## config.mk

```make
export PLATFORM = sky130hd
export DESIGN_NAME = json_string_unescape_core
export DESIGN_NICKNAME = d
export VERILOG_FILES = /design/src/rtl/core/jsu_pkg.sv /design/src/rtl/core/jsu_decode.sv /design/src/rtl/core/jsu_serializer.sv /design/src/rtl/core/json_string_unescape_core.sv
export VERILOG_INCLUDE_DIRS = /design/src /design/src/rtl/core
export SDC_FILE = /design/constraint.sdc
export NUM_CORES = 1
export LEC_CHECK = 0
export BUFFER_PORTS_ARGS = -buffer_cell sky130_fd_sc_hd__buf_4
export CORE_MARGIN = 3
export CORE_UTILIZATION = 30
export CTS_BUF_LIST = sky130_fd_sc_hd__clkbuf_16
export CTS_CLUSTER_DIAMETER = 80
export DETAILED_ROUTE_END_ITERATION = 12
export GPL_TIMING_DRIVEN = 0
export HOLD_SLACK_MARGIN = 0.06
export PLACE_DENSITY = 0.45
export SKIP_CTS_REPAIR_TIMING = 1
export SLEW_MARGIN = 0
export SYNTH_ARGS = -nofsm -noshare
export SYNTH_HDL_FRONTEND = slang
export SYNTH_SLANG_ARGS = --single-unit
```

## constraint.sdc

```tcl
create_clock -name clk_i -period 9.7 [get_ports clk_i]
set_input_delay 0.485 -clock clk_i [delete_from_list [all_inputs] [get_ports clk_i]]
set_output_delay 0.485 -clock clk_i [all_outputs]
set_load 0.01 [all_outputs]
```

## src/rtl/core/assert_macros.svh

```systemverilog
// Assertion macros used by the RTL of the JSON string unescape core.
`ifndef ASSERT_MACROS_SVH
`define ASSERT_MACROS_SVH

// Clocked property, disabled while reset is asserted.
`define JSU_ASSERT(name, clk, rst_n, prop) \
  name: assert property (@(posedge clk) disable iff (!rst_n) prop) \
    else $error("%m: assertion failed");

// Clocked implication, disabled while reset is asserted.
`define JSU_ASSERT_IMPL(name, clk, rst_n, pre, post) \
  name: assert property (@(posedge clk) disable iff (!rst_n) (pre) |-> (post)) \
    else $error("%m: implication failed");

`endif

```

## src/rtl/core/jsu_pkg.sv

```systemverilog
// Types, codes and helper functions for the JSON string unescape core.
`timescale 1ns / 1ps
`default_nettype none

package jsu_pkg;

  // Decoder modes
  localparam logic [2:0] MODE_TEXT    = 3'd0;
  localparam logic [2:0] MODE_ESC     = 3'd1;
  localparam logic [2:0] MODE_HEX     = 3'd2;
  localparam logic [2:0] MODE_HI_BS   = 3'd3;  // high surrogate held, want backslash
  localparam logic [2:0] MODE_HI_U    = 3'd4;  // high surrogate held, want u
  localparam logic [2:0] MODE_LO_HEX  = 3'd5;

  // Characters with special meaning
  localparam logic [7:0] CH_QUOTE  = 8'h22;
  localparam logic [7:0] CH_BSLASH = 8'h5c;
  localparam logic [7:0] CH_SLASH  = 8'h2f;
  localparam logic [7:0] CH_LOW_U  = 8'h75;
  localparam logic [7:0] CH_LOW_B  = 8'h62;
  localparam logic [7:0] CH_LOW_F  = 8'h66;
  localparam logic [7:0] CH_LOW_N  = 8'h6e;
  localparam logic [7:0] CH_LOW_R  = 8'h72;
  localparam logic [7:0] CH_LOW_T  = 8'h74;

  localparam logic [15:0] SURR_HI_BASE = 16'hd800;
  localparam logic [15:0] SURR_LO_BASE = 16'hdc00;
  localparam logic [15:0] SURR_END     = 16'he000;
  localparam logic [20:0] SUPP_BASE    = 21'h10000;

  localparam int unsigned MaxResults = 4;
  localparam int unsigned CntW       = $clog2(MaxResults + 1);
  localparam int unsigned IdxW       = $clog2(MaxResults);

  typedef struct packed {
    logic [7:0] in_byte;
    logic       start_req;
  } jsu_in_t;

  typedef struct packed {
    logic [7:0] out_byte;
    logic       byte_valid;
    logic       end_of_string;
    logic       bad_escape;
    logic       last;
  } jsu_out_t;

  // All results caused by one input byte
  typedef struct packed {
    logic [CntW-1:0]                 count;
    jsu_out_t [MaxResults-1:0]       res;
  } jsu_bundle_t;

  function automatic jsu_out_t mk_byte(logic [7:0] b);
    jsu_out_t r;
    r            = '0;
    r.out_byte   = b;
    r.byte_valid = 1'b1;
    return r;
  endfunction

  function automatic jsu_out_t mk_end();
    jsu_out_t r;
    r               = '0;
    r.end_of_string = 1'b1;
    return r;
  endfunction

  function automatic jsu_out_t mk_bad();
    jsu_out_t r;
    r            = '0;
    r.bad_escape = 1'b1;
    return r;
  endfunction

  // {ok, value}
  function automatic logic [4:0] hex_digit(logic [7:0] c);
    logic [4:0] r;
    r = '0;
    if (c >= 8'h30 && c <= 8'h39) begin
      r = {1'b1, c[3:0]};
    end else if ((c >= 8'h61 && c <= 8'h66) || (c >= 8'h41 && c <= 8'h46)) begin
      r = {1'b1, 4'(c[3:0] + 4'd9)};
    end
    return r;
  endfunction

  // {known, mapped byte} for a single-letter escape
  function automatic logic [8:0] esc_map(logic [7:0] c);
    logic [8:0] r;
    case (c)
      CH_QUOTE:  r = {1'b1, CH_QUOTE};
      CH_BSLASH: r = {1'b1, CH_BSLASH};
      CH_SLASH:  r = {1'b1, CH_SLASH};
      CH_LOW_B:  r = {1'b1, 8'h08};
      CH_LOW_F:  r = {1'b1, 8'h0c};
      CH_LOW_N:  r = {1'b1, 8'h0a};
      CH_LOW_R:  r = {1'b1, 8'h0d};
      CH_LOW_T:  r = {1'b1, 8'h09};
      default:   r = '0;
    endcase
    return r;
  endfunction

endpackage

`default_nettype wire

```

## src/rtl/core/jsu_decode.sv

```systemverilog
// Decoder state and the single-pass decode of one byte into its result bundle.
`timescale 1ns / 1ps
`default_nettype none

module jsu_decode
  import jsu_pkg::*;
(
  input  logic        clk_i,
  input  logic        rst_ni,
  input  jsu_in_t     item_i,
  input  logic        advance_i,
  output jsu_bundle_t bundle_o
);

  logic [2:0]  mode_q, mode_d;
  logic [15:0] acc_q, acc_d;
  logic [1:0]  dc_q, dc_d;
  logic [9:0]  pend_q, pend_d;

  logic [2:0]  mode_e;
  logic [15:0] acc_e;
  logic [1:0]  dc_e;
  logic [9:0]  pend_e;

  logic [7:0]  c;
  logic [4:0]  hex;
  logic [8:0]  esc;
  logic [15:0] acc_n;
  logic [15:0] hi_cp;
  logic [20:0] sup_cp;
  jsu_out_t [MaxResults-1:0] res;
  logic [CntW-1:0] cnt;

  assign c      = item_i.in_byte;
  assign mode_e = item_i.start_req ? MODE_TEXT : mode_q;
  assign acc_e  = item_i.start_req ? '0 : acc_q;
  assign dc_e   = item_i.start_req ? '0 : dc_q;
  assign pend_e = item_i.start_req ? '0 : pend_q;

  assign hex    = hex_digit(c);
  assign esc    = esc_map(c);
  assign acc_n  = {acc_e[11:0], hex[3:0]};
  assign hi_cp  = SURR_HI_BASE | {6'd0, pend_e};
  assign sup_cp = SUPP_BASE + {1'b0, pend_e, acc_n[9:0]};

  always_comb begin
    mode_d = mode_e;
    acc_d  = acc_e;
    dc_d   = dc_e;
    pend_d = pend_e;
    res    = '0;
    cnt    = '0;
    case (mode_e)
      MODE_ESC: begin
        mode_d = MODE_TEXT;
        if (c == CH_LOW_U) begin
          mode_d = MODE_HEX;
          acc_d  = '0;
          dc_d   = '0;
        end else begin
          res[0] = esc[8] ? mk_byte(esc[7:0]) : mk_bad();
          cnt    = CntW'(1);
        end
      end
      MODE_HEX, MODE_LO_HEX: begin
        if (!hex[4]) begin
          res[0] = mk_bad();
          cnt    = CntW'(1);
          mode_d = MODE_TEXT;
          acc_d  = '0;
          dc_d   = '0;
          pend_d = '0;
        end else if (dc_e != 2'd3) begin
          acc_d = acc_n;
          dc_d  = 2'(dc_e + 2'd1);
        end else if (mode_e == MODE_HEX) begin
          acc_d = '0;
          dc_d  = '0;
          if (acc_n >= SURR_HI_BASE && acc_n < SURR_LO_BASE) begin
            pend_d = acc_n[9:0];
            mode_d = MODE_HI_BS;
          end else begin
            mode_d = MODE_TEXT;
            if (acc_n < 16'h0080) begin
              res[0] = mk_byte(acc_n[7:0]);
              cnt    = CntW'(1);
            end else if (acc_n < 16'h0800) begin
              res[0] = mk_byte({3'b110, acc_n[10:6]});
              res[1] = mk_byte({2'b10, acc_n[5:0]});
              cnt    = CntW'(2);
            end else begin
              res[0] = mk_byte({4'b1110, acc_n[15:12]});
              res[1] = mk_byte({2'b10, acc_n[11:6]});
              res[2] = mk_byte({2'b10, acc_n[5:0]});
              cnt    = CntW'(3);
            end
          end
        end else begin
          // second \u complete: pair up or send the high surrogate alone
          if (acc_n >= SURR_LO_BASE && acc_n < SURR_END) begin
            res[0] = mk_byte({5'b11110, sup_cp[20:18]});
            res[1] = mk_byte({2'b10, sup_cp[17:12]});
            res[2] = mk_byte({2'b10, sup_cp[11:6]});
            res[3] = mk_byte({2'b10, sup_cp[5:0]});
            cnt    = CntW'(4);
          end else begin
            res[0] = mk_byte({4'b1110, hi_cp[15:12]});
            res[1] = mk_byte({2'b10, hi_cp[11:6]});
            res[2] = mk_byte({2'b10, hi_cp[5:0]});
            cnt    = CntW'(3);
          end
          mode_d = MODE_TEXT;
          acc_d  = '0;
          dc_d   = '0;
          pend_d = '0;
        end
      end
      MODE_HI_BS, MODE_HI_U: begin
        if ((mode_e == MODE_HI_BS && c == CH_BSLASH) ||
            (mode_e == MODE_HI_U && c == CH_LOW_U)) begin
          if (mode_e == MODE_HI_BS) begin
            mode_d = MODE_HI_U;
          end else begin
            mode_d = MODE_LO_HEX;
            acc_d  = '0;
            dc_d   = '0;
          end
        end else begin
          // lone high surrogate, then the held byte as usual
          res[0] = mk_byte({4'b1110, hi_cp[15:12]});
          res[1] = mk_byte({2'b10, hi_cp[11:6]});
          res[2] = mk_byte({2'b10, hi_cp[5:0]});
          cnt    = CntW'(4);
          pend_d = '0;
          mode_d = MODE_TEXT;
          if (mode_e == MODE_HI_U) begin
            res[3] = esc[8] ? mk_byte(esc[7:0]) : mk_bad();
          end else if (c == CH_QUOTE) begin
            res[3] = mk_end();
            acc_d  = '0;
            dc_d   = '0;
          end else begin
            res[3] = mk_byte(c);
          end
        end
      end
      default: begin
        if (c == CH_QUOTE) begin
          res[0] = mk_end();
          cnt    = CntW'(1);
          mode_d = MODE_TEXT;
          acc_d  = '0;
          dc_d   = '0;
          pend_d = '0;
        end else if (c == CH_BSLASH) begin
          mode_d = MODE_ESC;
        end else begin
          res[0] = mk_byte(c);
          cnt    = CntW'(1);
          mode_d = MODE_TEXT;
        end
      end
    endcase
  end

  assign bundle_o.count = cnt;
  assign bundle_o.res   = res;

  always_ff @(posedge clk_i or negedge rst_ni) begin
    if (!rst_ni) begin
      mode_q <= MODE_TEXT;
      acc_q  <= '0;
      dc_q   <= '0;
      pend_q <= '0;
    end else if (advance_i) begin
      mode_q <= mode_d;
      acc_q  <= acc_d;
      dc_q   <= dc_d;
      pend_q <= pend_d;
    end
  end

endmodule

`default_nettype wire

```

## src/rtl/core/jsu_serializer.sv

```systemverilog
// Result register holding one byte's results and sending them one per transfer.
`timescale 1ns / 1ps
`default_nettype none

`include "assert_macros.svh"

module jsu_serializer
  import jsu_pkg::*;
(
  input  logic        clk_i,
  input  logic        rst_ni,
  input  logic        load_i,
  input  jsu_bundle_t bundle_i,
  output logic        load_ready_o,
  output logic        out_valid_o,
  input  logic        out_ready_i,
  output jsu_out_t    out_data_o
);

  jsu_bundle_t     bun_q;
  logic            vld_q;
  logic [IdxW-1:0] idx_q;
  logic            is_last;
  logic            xfer;

  assign is_last      = ({1'b0, idx_q} == CntW'(bun_q.count - CntW'(1)));
  assign xfer         = vld_q && out_ready_i;
  assign load_ready_o = !vld_q || (xfer && is_last);
  assign out_valid_o  = vld_q;

  always_comb begin
    out_data_o      = bun_q.res[idx_q];
    out_data_o.last = is_last;
  end

  always_ff @(posedge clk_i or negedge rst_ni) begin
    if (!rst_ni) begin
      vld_q <= 1'b0;
      idx_q <= '0;
    end else if (load_i && load_ready_o) begin
      vld_q <= 1'b1;
      idx_q <= '0;
    end else if (xfer) begin
      if (is_last) begin
        vld_q <= 1'b0;
      end else begin
        idx_q <= IdxW'(idx_q + IdxW'(1));
      end
    end
  end

  // payload only, no reset
  always_ff @(posedge clk_i) begin
    if (load_i && load_ready_o) begin
      bun_q <= bundle_i;
    end
  end

  `JSU_ASSERT_IMPL(a_count_range, clk_i, rst_ni, vld_q,
                   bun_q.count != '0 && bun_q.count <= CntW'(MaxResults))
  `JSU_ASSERT_IMPL(a_idx_in_bundle, clk_i, rst_ni, vld_q,
                   {1'b0, idx_q} < bun_q.count)
  `JSU_ASSERT(a_idx_steps, clk_i, rst_ni,
              (xfer && !is_last && !load_i) |=>
                (vld_q && idx_q == IdxW'($past(idx_q) + IdxW'(1))))

endmodule

`default_nettype wire

```

## src/rtl/core/json_string_unescape_core.sv

```systemverilog
// Top level of the streaming JSON string unescape core.
//
// Usage: feed the bytes of a JSON string body, starting after the opening
// quote, on the in channel (valid/ready, payload in_data_i). Set start_req
// on the first byte of each string to drop any pending escape state.
// Results leave on the out channel (valid/ready, payload out_data_o): one
// decoded UTF-8 byte, an end-of-string mark or a bad-escape mark per
// transfer, with last set on the final result caused by an input byte.
// A byte may cause no result (backslash, early hex digits, surrogate
// lookahead) or up to four.
// A byte taken into the input register is decoded combinationally, and
// its results are registered in the result register before they transfer.
// Throughput: one input byte per cycle while out_ready_i is high and each
// byte yields at most one result; a byte with k results holds the output
// register for k transfers and the input stalls until its last one leaves.
// Reset clears the decoder state to text mode and empties both registers.
// When the receiver stalls, the current result holds, bytes with no result
// still pass, and in_ready_o drops once a byte with results waits.
`timescale 1ns / 1ps
`default_nettype none

module json_string_unescape_core
  import jsu_pkg::*;
(
  input  logic     clk_i,
  input  logic     rst_ni,
  input  logic     in_valid_i,
  output logic     in_ready_o,
  input  jsu_in_t  in_data_i,
  output logic     out_valid_o,
  input  logic     out_ready_i,
  output jsu_out_t out_data_o
);

  jsu_in_t     in_q;
  logic        in_vld_q;
  logic        advance;
  logic        load_ready;
  jsu_bundle_t bundle;

  // a byte with no results never needs the result register
  assign advance    = in_vld_q && (bundle.count == '0 || load_ready);
  assign in_ready_o = !in_vld_q || advance;

  always_ff @(posedge clk_i or negedge rst_ni) begin
    if (!rst_ni) begin
      in_vld_q <= 1'b0;
    end else if (in_ready_o) begin
      in_vld_q <= in_valid_i;
    end
  end

  always_ff @(posedge clk_i) begin
    if (in_valid_i && in_ready_o) begin
      in_q <= in_data_i;
    end
  end

  jsu_decode u_decode (
    .clk_i     (clk_i),
    .rst_ni    (rst_ni),
    .item_i    (in_q),
    .advance_i (advance),
    .bundle_o  (bundle)
  );

  jsu_serializer u_serializer (
    .clk_i        (clk_i),
    .rst_ni       (rst_ni),
    .load_i       (advance && bundle.count != '0),
    .bundle_i     (bundle),
    .load_ready_o (load_ready),
    .out_valid_o  (out_valid_o),
    .out_ready_i  (out_ready_i),
    .out_data_o   (out_data_o)
  );

endmodule

`default_nettype wire
```

==> impl_metrics.csv, run 1 <==
group,metric,value,unit
hold_path,hp-class,"in -> async",
logic_synthesis,async_flop_share,39.2,%
pwr,powerDensity,196,mW/mm²
sta,finalSetupViolCount,0,
global_route,grt_use_met1,27.9,%
layout,fillers,1692,
floorplanning,core,0.0162,mm²
setup_path,crit_end,"in_q[7]",
logic_synthesis,yosys_warnings,0,
logic_synthesis,yosys.area.top_type_share,28.3,%
logic_synthesis,synthFlopType,"edfxtp_1",
global_route,overflow,0,
job,drv_cap,0,
floorplanning,start_util,31.4,%
route,vias,4521,
setup_path,cp.required,9.67,ns
pwr,power,1.16,mW
layout,area_growth,15.7,%
logic_synthesis,synth.area.top_cells,"edfxtp_1 (28%), dfrtp_1 (15%), nand2_1 (4.2%), mux4_2 (3.5%), o21ai_0 (3.3%)",
logic_synthesis,ys_top_cells_by_count,"nand2_1 (57), edfxtp_1 (48), nor2_1 (43)",
cts,clockBufferDepth,2,
global_route,antenna_found_initial,0,
sta,finalHoldViolCount,0,
sta,maxSlewHeadroom,22.5,%
setup_path,crit-reg2reg-launch,"in_q[0]",
route,post_drt_wl_per_cell,21.9,µm
placement,port_buffers,26,
cts,cts_buffers,9,
global_route,grt_pass1_wl,26100,µm
route,viasPerCell,5.84,
setup_path,end_kind,"register",
sta,rsz0062_at_grt,"false",
outcome,status,"finished clean",
placement,place_hpwl,12800,µm
global_route,track_usage,18.7,%
layout,instances_no_fill,774,
global_route,use_met3,3.11,%
sta,period_share,51.5,%
floorplanning,ios,27,
cts,tritoncts,"done",
logic_synthesis,yosysTopAreaCell,"edfxtp_1",
layout,finalNetCount,574,
sta,fin_tns_setup,0,ns
placement,dp.cells,758,
floorplanning,die_w,136,µm
setup_path,reg2reg_depth,11,
cts,cts_sinks,79,
logic_synthesis,synth_cell_type_count,81,
sta,tightestPinTransition,1.15,ns
logic_synthesis,synth_fp_nets,536,
global_route,grt_start_max_net_pins,32,
setup_path,criticalPathCategory,"reg -> reg",
setup_path,timing.critical_path.fanout_max,10,
logic_synthesis,synth.most_common_cell,"nand2_1",
pwr,peakVddDrop,0.0000995,V
setup_path,worstPathArrival,4.96,ns
layout,diodes,0,
logic_synthesis,syn_area,0.00509,mm²
route,drtIter0Drc,438,
cts,path_clk_slew,0.06,ns
global_route,grt_pass1_vias,4143,
setup_path,r2r-end,"in_q[7]",
logic_synthesis,syn_inst,515,
route,ant_nets,0,
logic_synthesis,syn_avg_cell_area,9.89,µm²
setup_path,crit_path_start,"in_q[0]",
layout,drive_gt1_share,14.3,%
global_route,busiest_layer,"met1",
sta,maxSlewViolCount,0,
logic_synthesis,ys_ff_latch,79,
sta,finClkSkew,0.00677,ns
cts,cts_root_buf,"clkbuf_16",
setup_path,start_kind,"register",
setup_path,r2r_slack,4.70,ns
logic_synthesis,synth_enable_flop_cells,48,
route,drc,0,
floorplanning,die_h,136,µm
placement,place.gp.congestion,0.935,
floorplanning,placementRows,46,
global_route,grtUsageMet2,27.7,%
route,first_pass_iters,5,
pwr,p_leak,2.16,nW
logic_synthesis,ys_seq_area_share,43.5,%
route,finalWirelength,16900,µm
cts,htree_num_levels,3,
floorplanning,die-area,0.0186,mm²
sta,period_needed,5.00,ns
cts,clk_latency,0.34,ns
sta,clock.fmax,0.200,GHz
-- layer usage --
metal	up-vias	part of all wire, %
met2	182	44
li1	2075	-
met3	23	6.2
met1	2241	48
met5	-	0
met4	0	2.0
-- how the worst min path moves through the flow --
| stage | end | cells after the start | slack (ns) | from |
|---|---|---|---|---|
| 6_report | u_serializer.idx_q[0] | 1 | 0.07 | rst_ni |
| 5_1_grt | u_serializer.idx_q[0] | 1 | 0.1 | rst_ni |
| 4_1_cts | u_serializer.idx_q[0] | 1 | 0.1 | rst_ni |
| 3_5_place_dp | u_serializer.idx_q[1] | 1 | 0.47 | rst_ni |
| 3_3_place_gp | u_serializer.idx_q[1] | 1 | 0.46 | rst_ni |
| 2_1_floorplan | in_vld_q | 0 | 0.19 | rst_ni |
-- layout by cell type (no fill, tap or decap), types with 3 or more instances in the layout --
master / instances
a211o_1: 3
a211oi_1: 4
a21o_1: 7
a21oi_1: 24
a221oi_1: 4
a22o_1: 13
a22oi_1: 19
a32o_1: 3
and2_1: 5
and3_1: 5
buf_1: 4
buf_2: 6
buf_4: 27
clkbuf_1: 24
clkbuf_16: 9
dfrtp_1: 31
edfxtp_1: 48
ha_1: 8
inv_1: 15
mux4_2: 8
nand2_1: 57
nand2b_1: 3
nand3_1: 14
nand4_1: 4
nor2_1: 42
nor2b_1: 6
nor3_1: 10
nor3b_1: 3
nor4_1: 3
nor4_2: 3
o211ai_1: 5
o21a_1: 3
o21ai_0: 34
o22ai_1: 7
o2bb2ai_1: 16
o31ai_1: 3
or3_1: 3
xnor2_1: 3
xor2_1: 7
-- worst max-delay path, cell delays in order (launching register included) --
cell,delay (ns)
edfxtp_1,0.61
clkbuf_1,0.48
clkbuf_1,0.51
clkbuf_1,0.48
nor2b_1,0.10
ha_1,0.28
inv_1,0.21
a211o_1,0.18
o211ai_2,0.14
a221oi_4,0.67
nor2_1,0.19
a21boi_1,0.76
-- area by class of cell --
| type | count | area, µm² | share of cell area, % |
|---|---|---|---|
| Inverter | 14 | 52.6 | 0.892 |
| Sequential cell | 79 | 2220 | 37.6 |
| Clock buffer | 9 | 225 | 3.82 |
| Timing Repair Buffer | 27 | 223 | 3.78 |
| Clock inverter | 7 | 72.6 | 1.23 |
| Tap cell | 216 | 270 | 4.59 |
| Buffer | 35 | 143 | 2.42 |
| Multi-Input combinational cell | 387 | 2690 | 45.6 |
-- state kept, by name, indices dropped and copies added (netlist names) --
register                  count
u_serializer.idx_q            2
u_decode.dc_q                 2
u_serializer.bun_q           39
u_serializer.out_valid_o      1
u_decode.mode_q               3
u_decode.acc_q               12
in_q                          9
in_vld_q                      1
u_decode.pend_q              10
-- logic make-up (layout without fill, tap and decap cells) --
kind of cell	count (synthesis)	in the layout	share of synthesized area [%]
adders and majority gates	8	8	1.97
muxes	12	12	4.37
and+or+nand+nor	179	179	18.5
DFF	79	79	43.5
xor gates and xnor gates	10	10	1.72
AOI/OAI and AO/OA	178	178	26.1
buffers and inverters	49	92	3.83
-- power breakdown --
group / leakage [nW] / switching (mW) / internal, mW
combinational: 1.19 / 0.215 / 0.150
clock: 0.148 / 0.140 / 0.200
sequential: 0.818 / 0.0417 / 0.410
total: 2.16 / 0.396 / 0.760
-- metrics by stage --
step | util [%] | worst slack, ns | hold slack, ns | cell area [µm²]
2_1_floorplan | - | 5.31 | 0.189 | 5090
3_3_place_gp | 34.2 | 3.91 | 0.456 | 5560
3_5_place_dp | 34.5 | 4.34 | 0.467 | 5590
4_1_cts | 36.3 | 4.32 | 0.0981 | 5890
5_1_grt | 36.3 | 4.32 | 0.0968 | 5890
6_report | 36.3 | 4.70 | 0.0731 | 5890
No activity file was read; power rests on OpenSTA's default activity.
==> inputs of run 2 (changes only) <==
--- a/config.mk
+++ b/config.mk
@@ -6,6 +6,7 @@
 export SDC_FILE = /design/constraint.sdc
 export NUM_CORES = 1
 export LEC_CHECK = 0
+export ABC_AREA = 1
 export BUFFER_PORTS_ARGS = -buffer_cell sky130_fd_sc_hd__buf_4
 export CORE_MARGIN = 3
 export CORE_UTILIZATION = 30
@@ -14,7 +15,7 @@
 export DETAILED_ROUTE_END_ITERATION = 12
 export GPL_TIMING_DRIVEN = 0
 export HOLD_SLACK_MARGIN = 0.06
-export PLACE_DENSITY = 0.45
+export PLACE_DENSITY = 0.46
 export SKIP_CTS_REPAIR_TIMING = 1
 export SLEW_MARGIN = 0
 export SYNTH_ARGS = -nofsm -noshare
==> constraint.sdc (replaced) <==
create_clock -name clk_i -period 4.3 [get_ports clk_i]
set_input_delay 0.215 -clock clk_i [delete_from_list [all_inputs] [get_ports clk_i]]
set_output_delay 0.215 -clock clk_i [all_outputs]
set_load 0.01 [all_outputs]
==> run 2 against run 1 <==
Net effect:
- die area increased by 9.6%
- critical path depth up 4
- clock power grew 140%
- cell count grew 38%
- utilization shrank 0.35 points
- clock skew increased by 0.010 ns
- fmax is 42% higher
- non-clock buffer count increased by 6
- critical path type unchanged
- critical endpoint is now u_decode.mode_q[0]
==> impl_metrics.csv, run 2 <==
group,metric,value,unit
global_route,track_usage,19.8,%
layout,diodes,0,
logic_synthesis,yosys.area.top_type_share,25.7,%
route,ant_nets,0,
layout,top_regs,"u_serializer.bun_q (39), u_decode.acc_q (12), u_decode.pend_q (10)",
global_route,grt_pass1_vias,5181,
cts,cts_buffers,9,
floorplanning,ios,27,
placement,place_hpwl,15300,µm
cts,tritoncts,"done",
logic_synthesis,synth_cell_type_count,46,
logic_synthesis,ys_top_cells_by_count,"nand2_1 (255), nand3_1 (109), inv_1 (77)",
hold_path,hp-class,"in -> reg",
logic_synthesis,yosys_warnings,0,
logic_synthesis,syn_inst,788,
logic_synthesis,async_flop_share,39.2,%
layout,top_register,"u_serializer.bun_q",
layout,finish.utilization,35.9,%
layout,largest_reg_flops,39,
floorplanning,die_w,143,µm
setup_path,end_kind,"register",
sta,finalSetupViolCount,0,
route,finalWirelength,20000,µm
logic_synthesis,synthFlopType,"edfxtp_1",
sta,maxSlewHeadroom,45.7,%
logic_synthesis,yosysTopAreaCell,"edfxtp_1",
sta,fin_tns_setup,0,ns
logic_synthesis,synth_enable_flop_cells,48,
logic_synthesis,syn_area,0.00560,mm²
job,drv_cap,0,
sta,fin_hold_ws,0.0592,ns
sta,period_share,81.6,%
setup_path,timing.critical_path.fanout_max,10,
layout,finalNetCount,857,
sta,clock.fmax,0.285,GHz
global_route,grt_start_max_net_pins,33,
logic_synthesis,syn_avg_cell_area,7.11,µm²
sta,period_needed,3.51,ns
route,post_drt_wl_per_cell,18.7,µm
cts,clockBufferDepth,2,
global_route,overflow,0,
layout,instances_no_fill,1070,
setup_path,start_kind,"register",
floorplanning,die_h,143,µm
setup_path,cp.required,4.60,ns
sta,rsz0062_at_grt,"false",
route,vias,5596,
sta,finalHoldViolCount,0,
placement,dp.cells,1044,
cts,clk_latency,0.37,ns
layout,layout_commonest_cell,"nand2_1",
pwr,p_leak,3.04,nW
cts,htree_num_levels,3,
placement,port_buffers,26,
logic_synthesis,ys_seq_area_share,39.6,%
logic_synthesis,ys_ff_latch,79,
route,viasPerCell,5.23,
placement,place.gp.congestion,0.939,
setup_path,criticalPathCategory,"reg -> reg",
route,drtIter0Drc,431,
sta,finClkSkew,0.0170,ns
floorplanning,placementRows,49,
outcome,status,"finished clean",
cts,path_clk_slew,0.07,ns
route,drc,0,
floorplanning,die-area,0.0204,mm²
pwr,peakVddDrop,0.000272,V
sta,fin_ws,0.790,ns
global_route,antenna_found_initial,0,
sta,maxSlewViolCount,0,
cts,cts_sinks,79,
pwr,powerDensity,419,mW/mm²
global_route,grt_pass1_wl,30700,µm
floorplanning,core,0.0181,mm²
sta,tightestPinTransition,0.806,ns
layout,area_growth,16.4,%
floorplanning,start_util,30.9,%
placement,post-place-ws,0.839,ns
setup_path,worstPathArrival,3.81,ns
logic_synthesis,synth_fp_nets,809,
layout,drive_gt1_share,11.1,%
logic_synthesis,synth.most_common_cell,"nand2_1",
layout,final_cell_mix,"nand2_1 (255), nand3_1 (109), inv_1 (77)",
cts,cts_root_buf,"clkbuf_16",
logic_synthesis,synth.area.top_cells,"edfxtp_1 (26%), nand2_1 (17%), dfrtp_1 (14%), nand3_1 (9.7%), inv_1 (5.2%)",
route,first_pass_iters,6,
## run 2: critical path: stages (launching register included)
cell and delay [ns]:
edfxtp_1 0.38, buf_6 0.18, inv_4 0.10, buf_6 0.15, clkbuf_1 0.44, nand2_1 0.19, inv_1 0.10, ha_1 0.21
clkbuf_1 0.45, clkinv_1 0.41, clkbuf_1 0.35, nand2_1 0.14, nand2_1 0.07, nand3_1 0.07, nand3_1 0.10, nand2_1 0.11
## run 2: kinds of logic after synthesis
kind of cell             Yosys count  synth area share [%]
AO/OA/AOI/OAI                    114                  12.2
XOR/XNOR                           7                  1.09
adder cells (fa/ha/maj)            8                  1.79
buffers and inverters            117                  8.98
flip-flops                        79                  39.6
AND/OR/NAND/NOR                  463                  36.4
## run 2: layer usage
layer / track usage, % / up-vias / part of all wire [%]
met5: 0 / - / 0
met4: 6.60 / 0 / 2.2
met3: 2.61 / 31 / 5.9
met2: 29.9 / 190 / 44
met1: 29.3 / 2650 / 48
li1: - / 2725 / -
## run 2: final cells by class
cell class,instances,area (µm²)
multi-input combinational,592,2890
buffer,31,178
fill,1975,11600
inverter,86,325
clock buffer,9,225
timing repair buffer,37,315
clock inverter,7,83.8
sequential,79,2220
tap,229,287
## run 2: final timing paths
kind / endpoint / slack (ns) / depth (start not counted) / startpoint
worst min register to register: u_decode.pend_q[4] / 0.47 / 2 / u_decode.pend_q[4]
max in group asynchronous: u_decode.acc_q[8] / 3.60 / 2 / rst_ni
min in group asynchronous: u_serializer.idx_q[1] / 0.35 / 2 / rst_ni
worst max register to register: u_decode.mode_q[0] / 0.79 / 15 / in_q[0]
worst max-delay path: u_decode.mode_q[0] / 0.79 / 15 / in_q[0]
worst min-delay path: in_vld_q / 0.06 / 3 / in_valid_i
## run 2: metrics by stage
step	area, µm²	power [mW]
after floorplan	5600	1.52
after global placement	6080	1.91
after detailed placement	6110	1.92
after CTS	6420	2.75
after global routing	6520	2.88
final	6520	2.73
## run 2: power breakdown
group	switching [mW]	internal [mW]	total (mW)	leakage (nW)
sequential	0.0471	0.919	0.966	0.860
clock	0.366	0.462	0.828	0.149
combinational	0.625	0.311	0.936	2.03
total	1.04	1.69	2.73	3.04
